==> src/rtl/ssipt_pkg.sv <==
// ssipt_pkg: widths, wrap thresholds, config indexes and stage types for the ssi encoder
// pole-pair tracker
// no dependencies
`timescale 1ns / 1ps

package ssipt_pkg;

    // fixed geometry of the 12-bit encoder
    localparam int PosW            = 12;
    localparam int PairW           = 8;
    localparam int CombW           = PosW + PairW;
    localparam int AngleW          = 19;
    localparam int ApcW            = 32;
    localparam int ProdW           = CombW + ApcW;
    localparam int AngleShift      = 16;
    localparam int CountsPerPair   = 4096;
    localparam int InDataW         = 24;
    localparam int OutFieldsW      = PosW + PairW + CombW + AngleW + 6;
    localparam int OutDataW        = ((OutFieldsW + 7) / 8) * 8;

    // wrap thresholds
    localparam logic [PosW-1:0] QuarterScale    = PosW'(CountsPerPair / 4);
    localparam logic [PosW-1:0] ThreeQuarter    = PosW'((CountsPerPair / 4) * 3);
    localparam logic [AngleW-1:0] AngleMax      = '1;

    // register indexes of the config port
    typedef enum logic
    {
        CFG_POLE_COUNT      = 1'b0,
        CFG_ANGLE_PER_COUNT = 1'b1
    } cfg_index_t;

    // decoded frame after the tracker stage
    typedef struct packed
    {
        logic [PosW-1:0]  position;
        logic [PairW-1:0] pair_index;
        logic [CombW-1:0] combined;
        logic             accepted;
        logic             ocf;
        logic             cof;
        logic             lin;
        logic             minc;
        logic             mdec;
    } trk_item_t;

endpackage

==> src/rtl/ssi_encoder_pole_pair_tracker.sv <==
// ssi_encoder_pole_pair_tracker: unpacks a 3-byte ssi encoder frame, checks
// parity, tracks pole-pair wraps and scales the combined count to an angle
// depends on ssipt_pkg
`timescale 1ns / 1ps

// pipeline: input register, tracker stage, multiply stage; one item per cycle while
// m_tready is high, and a stalled receiver holds the pipeline
// the tracker state (last position, pair counter) updates as an item leaves the
// input register, so back-to-back frames see fresh state
// the angle multiply (20 x 32 bits) has a stage of its own
// reset: async active low; clears valids, tracker state, pole_count to 1 and
// angle_per_count to 0
module ssi_encoder_pole_pair_tracker
(
    input  logic                          clk,
    input  logic                          rst_n,
    // config write channel
    input  logic                          cfg_valid,
    output logic                          cfg_ready,
    input  logic                          cfg_index,
    input  logic [ssipt_pkg::ApcW-1:0]    cfg_data,
    // input frames
    input  logic                          s_tvalid,
    output logic                          s_tready,
    // frame_byte_0 [7:0], frame_byte_1 [15:8], frame_byte_2 [23:16]
    input  logic [ssipt_pkg::InDataW-1:0] s_tdata,
    // results
    output logic                          m_tvalid,
    input  logic                          m_tready,
    // position [11:0], pole_pair_index [19:12], combined_count [39:20],
    // angle_q16 [58:40], frame_accepted [59], offset_done [60],
    // cordic_overflow [61], linearity_alarm [62], field_increase [63],
    // field_decrease [64], zero [71:65]
    output logic [ssipt_pkg::OutDataW-1:0] m_tdata
);
    import ssipt_pkg::*;

    // config registers
    logic [PairW-1:0] pole_count_reg;
    logic [ApcW-1:0]  angle_per_count_reg;

    // tracker state
    logic [PosW-1:0]  last_pos_reg;
    logic [PairW-1:0] pair_cnt_reg;
    logic [PosW-1:0]  last_pos_next;
    logic [PairW-1:0] pair_cnt_next;

    // pipeline registers
    logic                 s1_valid_reg;
    logic [InDataW-1:0]   s1_data_reg;
    logic                 s2_valid_reg;
    trk_item_t            s2_reg;
    trk_item_t            s2_next;
    logic                 s3_valid_reg;
    trk_item_t            s3_reg;
    logic [AngleW-1:0]    angle_reg;
    logic [AngleW-1:0]    angle_next;

    // handshake between stages
    logic s3_ready;
    logic s2_ready;
    logic s1_ready;
    logic adv01;
    logic adv12;
    logic adv23;

    assign s3_ready  = !s3_valid_reg || m_tready;
    assign s2_ready  = !s2_valid_reg || s3_ready;
    assign s1_ready  = !s1_valid_reg || s2_ready;
    assign s_tready  = s1_ready;
    assign cfg_ready = 1'b1;
    assign adv01     = s_tvalid && s1_ready;
    assign adv12     = s1_valid_reg && s2_ready;
    assign adv23     = s2_valid_reg && s3_ready;

    // config writes
    always_ff @(posedge clk or negedge rst_n)
    begin
        if (!rst_n)
        begin
            pole_count_reg      <= PairW'(1);
            angle_per_count_reg <= '0;
        end
        else if (cfg_valid)
        begin
            case (cfg_index_t'(cfg_index))
                CFG_POLE_COUNT:      pole_count_reg      <= cfg_data[PairW-1:0];
                CFG_ANGLE_PER_COUNT: angle_per_count_reg <= cfg_data;
                default:             ;
            endcase
        end
    end

    // valid bits
    always_ff @(posedge clk or negedge rst_n)
    begin
        if (!rst_n)
        begin
            s1_valid_reg <= 1'b0;
            s2_valid_reg <= 1'b0;
            s3_valid_reg <= 1'b0;
        end
        else
        begin
            if (s1_ready)
            begin
                s1_valid_reg <= s_tvalid;
            end
            if (s2_ready)
            begin
                s2_valid_reg <= s1_valid_reg;
            end
            if (s3_ready)
            begin
                s3_valid_reg <= s2_valid_reg;
            end
        end
    end

    // input register
    always_ff @(posedge clk)
    begin
        if (adv01)
        begin
            s1_data_reg <= s_tdata;
        end
    end

    // frame decode, parity check and pole-pair tracking
    logic [7:0]       b0;
    logic [7:0]       b1;
    logic [7:0]       b2;
    logic [PosW-1:0]  pos;
    logic             parity_ok;
    logic             accepted;
    logic [PosW-1:0]  raw;
    logic [PairW-1:0] poles;
    logic             wrap_up;
    logic             wrap_down;
    logic [PairW:0]   stepped;

    always_comb
    begin
        b0        = s1_data_reg[7:0];
        b1        = s1_data_reg[15:8];
        b2        = s1_data_reg[23:16];
        pos       = {b0[6:0], b1[7:3]};
        parity_ok = !(^{pos, b1[2:0], b2[7:5]});
        accepted  = parity_ok && b1[2] && !b1[1];
        raw       = accepted ? pos : last_pos_reg;
        poles     = (pole_count_reg == '0) ? PairW'(1) : pole_count_reg;
        wrap_up   = (raw < QuarterScale) && (last_pos_reg > ThreeQuarter);
        wrap_down = (raw > ThreeQuarter) && (last_pos_reg < QuarterScale);

        last_pos_next = last_pos_reg;
        pair_cnt_next = pair_cnt_reg;
        stepped       = {1'b0, pair_cnt_reg};
        if (raw != last_pos_reg)
        begin
            last_pos_next = raw;
            if (wrap_up)
            begin
                stepped = {1'b0, pair_cnt_reg} + (PairW+1)'(1);
            end
            else if (wrap_down)
            begin
                stepped = {1'b0, pair_cnt_reg} - (PairW+1)'(1);
            end
            // below zero wraps to the top, at or above the pole count to zero
            if (wrap_down && (pair_cnt_reg == '0))
            begin
                pair_cnt_next = poles - PairW'(1);
            end
            else if (stepped >= {1'b0, poles})
            begin
                pair_cnt_next = '0;
            end
            else
            begin
                pair_cnt_next = stepped[PairW-1:0];
            end
        end

        s2_next.position   = last_pos_next;
        s2_next.pair_index = pair_cnt_next;
        s2_next.combined   = {pair_cnt_next, last_pos_next};
        s2_next.accepted   = accepted;
        s2_next.ocf        = b1[2];
        s2_next.cof        = b1[1];
        s2_next.lin        = b1[0];
        s2_next.minc       = b2[7];
        s2_next.mdec       = b2[6];
    end

    // tracker state
    always_ff @(posedge clk or negedge rst_n)
    begin
        if (!rst_n)
        begin
            last_pos_reg <= '0;
            pair_cnt_reg <= '0;
        end
        else if (adv12)
        begin
            last_pos_reg <= last_pos_next;
            pair_cnt_reg <= pair_cnt_next;
        end
    end

    // tracker stage register
    always_ff @(posedge clk)
    begin
        if (adv12)
        begin
            s2_reg <= s2_next;
        end
    end

    // angle multiply with saturation
    logic [ProdW-1:0] product;

    always_comb
    begin
        product = ProdW'(s2_reg.combined) * ProdW'(angle_per_count_reg);
        if (|product[ProdW-1:AngleShift+AngleW])
        begin
            angle_next = AngleMax;
        end
        else
        begin
            angle_next = product[AngleShift+AngleW-1:AngleShift];
        end
    end

    // result register
    always_ff @(posedge clk)
    begin
        if (adv23)
        begin
            s3_reg    <= s2_reg;
            angle_reg <= angle_next;
        end
    end

    // result packing
    assign m_tvalid = s3_valid_reg;
    assign m_tdata  = {(OutDataW - OutFieldsW)'(0),
                       s3_reg.mdec, s3_reg.minc, s3_reg.lin, s3_reg.cof,
                       s3_reg.ocf, s3_reg.accepted, angle_reg,
                       s3_reg.combined, s3_reg.pair_index, s3_reg.position};

    // a rejected frame leaves the pair counter alone
    assert property (@(posedge clk) disable iff (!rst_n)
        (adv12 && !accepted) |=> $stable(pair_cnt_reg))
        else $error("pair counter moved on a rejected frame");

    // a rejected frame leaves the position alone
    assert property (@(posedge clk) disable iff (!rst_n)
        (adv12 && !accepted) |=> $stable(last_pos_reg))
        else $error("position moved on a rejected frame");

    // combined count carries the position in its low bits
    assert property (@(posedge clk) disable iff (!rst_n)
        s2_valid_reg |-> (s2_reg.combined[PosW-1:0] == s2_reg.position))
        else $error("combined count out of step with position");

    // a zero count gives a zero angle
    assert property (@(posedge clk) disable iff (!rst_n)
        (adv23 && (s2_reg.combined == '0)) |=> (angle_reg == '0))
        else $error("angle nonzero for zero count");

    // an empty input register always takes an item
    assert property (@(posedge clk) disable iff (!rst_n)
        !s1_valid_reg |-> s_tready)
        else $error("input stalled with empty input register");

endmodule

==> config.mk <==
export PLATFORM = sky130hd
export DESIGN_NAME = ssi_encoder_pole_pair_tracker
export DESIGN_NICKNAME = d
export VERILOG_FILES = /design/src/rtl/ssipt_pkg.sv /design/src/rtl/ssi_encoder_pole_pair_tracker.sv
export SDC_FILE = /design/constraint.sdc
export NUM_CORES = 2
export LEC_CHECK = 0
export BUFFER_PORTS_ARGS = -buffer_cell sky130_fd_sc_hd__buf_4
export CORE_UTILIZATION = 40
export CTS_CLUSTER_DIAMETER = 40
export DETAILED_ROUTE_END_ITERATION = 10
export PLACE_DENSITY_LB_ADDON = 0.12
export SYNTH_ARGS = -nofsm -noshare
export SYNTH_HDL_FRONTEND = slang
export SYNTH_SLANG_ARGS = --single-unit
==> constraint.sdc <==
create_clock -name clk -period 15.6 [get_ports clk]
set_input_delay 3.12 -clock clk [delete_from_list [all_inputs] [get_ports clk]]
set_output_delay 3.12 -clock clk [all_outputs]
set_load 0.01 [all_outputs]
After elaboration in Yosys (flattened, before gate mapping)
Index checks and enable logic that the tools add are counted.
{"block": "totals", "regBits": 198, "latch_bits": 0, "ramBits": 0, "romBits": 0, "inputBits": 62, "out_inout_bits": 75, "word_cells": 69, "mem_count": 0}
{"block": "classes", "add_sub_neg": 3, "n_mul": 1, "n_div": 0, "n_lt_le_gt_ge": 5, "n_eq_ne": 1, "shift": 0, "n_mux": 9, "bitwise": 1, "n_reduce_logical": 22}
{"cell": "$mul A20 B32 Y52", "count": 1}
{"cell": "$mux W8", "count": 4}
{"cell": "$mux W9", "count": 3}
{"cell": "$gt A12 B12 Y1 const B", "count": 2}
{"cell": "$lt A12 B11 Y1 const B", "count": 2}
{"cell": "$mux W12", "count": 2}
{"cell": "$reduce_xor A18 Y1", "count": 1}
{"cell": "$reduce_or A17 Y1", "count": 1}
{"cell": "$logic_not A8 Y1", "count": 2}
{"cell": "$ne A12 B12 Y1", "count": 1}
{"cell": "$add A8 B1 Y9 const B", "count": 1}
{"cell": "$ge A9 B8 Y1", "count": 1}
{"cell": "$sub A8 B1 Y9 const B", "count": 1}
{"cell": "$logic_and A1 B1 Y1", "count": 8}
{"cell": "$sub A8 B1 Y8 const B", "count": 1}
{"cell": "$logic_not A1 Y1", "count": 5}
{"cell": "$reduce_and A2 Y1", "count": 2}
{"cell": "$logic_or A1 B1 Y1", "count": 3}
{"cell": "$not A1 Y1", "count": 1}

Longest topological paths before layout
{"block": "logic_depth", "depth_word": 14, "ltp_mapped": 28, "ltp_nobuf": 25}

Worst setup path after synthesis
No wires, ideal clock.
{"block": "synth_timing", "path_type": "reg-to-reg", "start": "reg, netlist name s2_reg[39]", "end": "reg angle_reg[10] (data pin)", "setup_time_ps": 267, "arrival_ps": 6907, "required_time_ps": 15333, "setup_slack_ps": 8426, "path_stages_with_launch": 25, "path_buffers": 3, "synth_period_minus_slack_ps": 7174, "cell_sequence": "edfxtp_1 -> clkbuf_1 -> nand2_1 -> fa_1 -> fa_1 -> fa_1 -> inv_1 -> fa_1 -> fa_1 -> fa_1 -> inv_1 -> fa_1 -> inv_1 -> ha_1 -> buf_2 -> nor3_1 -> o31ai_1 -> and3_1 -> a221o_1 -> o2111ai_2 -> a21oi_1 -> or3_1 -> a211oi_2 -> buf_2 -> nand4_1"}
{"item": "end signal, assigned", "line": "ssi_encoder_pole_pair_tracker.sv:241", "rtl": "angle_reg <= angle_next;"}
{"item": "end, declared", "line": "ssi_encoder_pole_pair_tracker.sv:56", "rtl": "logic [AngleW-1:0] angle_reg;"}

Final worst setup path
{"block": "layout_timing", "start": "reg angle_per_count_reg[20]", "end": "reg angle_reg[5] (data pin)"}
{"block": "layout_between", "elab_chain_cells": 2}
{"item": "start, declared", "line": "ssi_encoder_pole_pair_tracker.sv:40", "rtl": "logic [ApcW-1:0] angle_per_count_reg;"}
{"item": "start signal, assigned", "line": "ssi_encoder_pole_pair_tracker.sv:88", "rtl": "CFG_ANGLE_PER_COUNT: angle_per_count_reg <= cfg_data;"}
{"item": "$mul A20 B32 Y52 (*)", "line": "ssi_encoder_pole_pair_tracker.sv:224", "rtl": "product = ProdW'(s2_reg.combined) * ProdW'(angle_per_count_reg);"}
{"item": "$reduce_or A17 Y1", "line": "ssi_encoder_pole_pair_tracker.sv:225", "rtl": "if (|product[ProdW-1:AngleShift+AngleW])"}
Every way passes the cells marked *; elsewhere a longest branch is shown, timed or not.
A chain may end at the register's enable or synchronous reset.

==> run summary <==
Status: complete, no violations
Worst Path Arrival: 8970 ps
Yosys top cell by area: fa_1
Via count: 19800
Die area: 71200 um2
Register area: 4250 um2
Tot GR Track Use: 0.231
Final wirelength: 78400 um
CTS Buf Count: 17
Diodes inserted: 0
# setup viols final: 0
Reg clk slew, reported paths: 110 ps
Crit start category: flip-flop
CTS sink cnt: 152
Adder-Cell Fraction of Synth Area: 0.459
Global-route wire length before repair: 125000 um
Async set-or-reset flop fraction in the synthesized netlist: 0.414
Share of layout cells above drive strength 1: 0.0986
Met1 Track Usage GR: 0.330
Worst Setup SP: angle_per_count_reg[20]
Hold WC Path Type: reg2reg
Hold_buf cts: 0
DRT Pass-1 Iters: 5
Depth of the CTS H-tree: 4
Hold Fails Final Rpt: 0
CORE AREA: 68900 um2
CTS tree: yes
Relative slew slack: 0.222
Hpwl dp: 57500 um
Largest stage delay, worst path: 1110 ps
Critical Path Fanout Max: 21
Post-synthesis mux area share: 0.0277
Slowest cell on crit path: dfrtp_1
Largest net degree at the start of global routing: 64
Avg Inst Size Synth: 9.65 um2
RR Startpoint: angle_per_count_reg[20]
Footprint of the multi-input gates: 20800 um2
Largest family of logic cells by synthesized area: adder cells
Die H: 267 um
Post-Synth Simple-Gate Area: 0.171
Number of distinct library cells after synthesis: 92
Area grow syn2layout: 7.61%
PostCTS Resize Cnt: 0
RSZ-0062 raised after global routing: no
Count of input and output buffers: 122
Synthesized flop and latch total: 152
Synth warnings: 0
Worst Setup End Kind: flip-flop
Synthesized area: 28000 um2
CP Buf/Inv Count: 1
Global routing's busiest layer: met2
Synth area leaders: fa_1 (38%), edfxtp_1 (9.5%), and2_1 (9.1%)
XOR/XNOR Fraction of Synth Area: 0.0248
Critical Setup Path Class: reg2reg
Yosys top cell area share: 0.382
Residual DRC: 0
Avg WL per Cell: 20.4 um
Vias in the first global route: 21500
Post-CTS Setup Inserts: 0
Synth Area in Compound Gates: 0.0603
Top FF cell, synth: edfxtp_1
Max_cap viols: 0
Register area share after synthesis: 0.152
Worst clock skew: 27.5 ps
Met2 usage: 0.368
Upper clock frequency limit: 113 MHz
Remaining antenna violation count after routing: 0
Crit path required time: 15730 ps
Hold_ws: 424 ps
Post-Route Setup TNS: 0 ps
Post-synth EDFFs: 89
Initial antenna violation count: 2
Nets: 3667
Cell breakdown of the critical path: nand2_1, fa_1, fa_1, fa_1, inv_1, fa_1, fa_1, fa_1, fa_1, ha_1, a21oi_1, o21ai_0, a2111oi_0, and3b_1, o41ai_1, o32ai_1, a211oi_2, nand4_1
Max clock buf depth: 2
Most frequent CP cell: fa_1
Met3 usage: 0.0385
Slew @ Worst Pin: 1160 ps
I/O Pins: 137
FILL cells: 6791
Die W: 267 um
RD Place Congestion: 0.879
Fin crit share: 0.567
CP top delay family: adder cells
Hold path startpoint: s2_reg[31]
Row Count: 96
Clk Latency, worst-skew pair: 460 ps
Fin crit period: 8840 ps
Number of flip-flops in the largest register: 32
Initial Util: 0.407
Mapped Cells: 2906
Root Buffer Master: clkbuf_16
First DRT Iteration DRCs: 1235
Max Transition Viols Final: 0
Total grt overflow: 0
Vias per cell: 5.16
[Yosys cell counts (all sizes together) (3+ instances only)]
cell type  instances
nand2            298
a21boi             3
fa               535
clkbuf           141
a21oi             81
or3                8
ha               172
a22oi              3
o21bai            10
xnor3              3
a221o              4
mux2              65
nor2              51
or2                7
a21o              18
a221oi             3
o211ai             7
and3               9
mux2i              4
a2111oi            7
and4               4
nor3              13
dfrtp             62
a31o               3
inv              567
nand3             30
o2bb2ai            3
o22ai              3
xnor2             52
nand2b            10
nor2b              6
edfxtp            89
nand4             41
xor2              13
buf               45
o21ai             50
nor4               9
a211oi             8
a31oi             12
o221ai             3
and2             410
o21a               8
[worst paths after layout]
check,end,slack [ps],cells after the start
min,m_tdata[17],420,0
max reg2reg,angle_reg[5],6760,18
max,angle_reg[5],6760,18
min in group asynchronous,angle_per_count_reg[1],2780,1
min reg2reg,m_tdata[17],420,0
max in group asynchronous,pair_cnt_reg[6],12250,1
[cells in the final DEF (no fill, tap or decap), types with 18 or more instances in the layout]
cell,n
a21o_1,18
a21oi_1,81
and2_1,408
buf_4,153
dfrtp_1,62
edfxtp_1,89
fa_1,535
ha_1,172
inv_1,566
mux2_2,64
nand2_1,297
nand3_1,30
nand4_1,41
nor2_1,49
o21ai_0,47
xnor2_1,49
[worst reg2reg max path, delay by kind of cell, from the launching register on]
family,cells,cell delay [ps]
AOI/OAI and AO/OA,6,2610
adders and majority gates,8,3940
buffers and inverters,1,70
DFF,1,1110
and+or+nand+nor,3,780
[final cells by class]
cell class                      instances  share of cell area
Multi-Input combinational cell       2007               0.691
Sequential cell                       152               0.141
Inverter                              567              0.0705
Timing Repair Buffer                  153              0.0381
Clock buffer                           17              0.0141
Tap cell                              931              0.0386
Clock inverter                         15             0.00738
[routing by layer]
| layer | vias up | share of wire |
|---|---|---|
| li1 | 8880 | - |
| met5 | - | 0.00024 |
| met1 | 10300 | 0.47 |
| met3 | 80 | 0.054 |
| met4 | 2 | 0.016 |
| met2 | 548 | 0.46 |
[logic make-up (layout without fill, tap and decap cells)]
| group | after synthesis | count (layout) |
|---|---|---|
| AOI/OAI and AO/OA | 250 | 250 |
| adders and majority gates | 707 | 707 |
| xor gates and xnor gates | 69 | 69 |
| muxes | 69 | 69 |
| and+or+nand+nor | 904 | 904 |
| DFF | 152 | 152 |
| buffers and inverters | 753 | 752 |
| other | 2 | 8 |
[stage by stage]
| stage | util | cell area [um2] | instances | setup WS [ps] |
|---|---|---|---|---|
| 2_1_floorplan | - | 28100 | 2912 | 8430 |
| 3_3_place_gp | 0.428 | 29500 | 3810 | 6950 |
| 3_5_place_dp | 0.428 | 29500 | 3810 | 6780 |
| 4_1_cts | 0.438 | 30200 | 3842 | 6770 |
| 5_1_grt | 0.438 | 30200 | 3842 | 6210 |
| 6_report | 0.438 | 30200 | 3842 | 6760 |
Power is not shown: default switching activity piles up to over one toggle a cycle in this logic, so the estimate is an artifact.
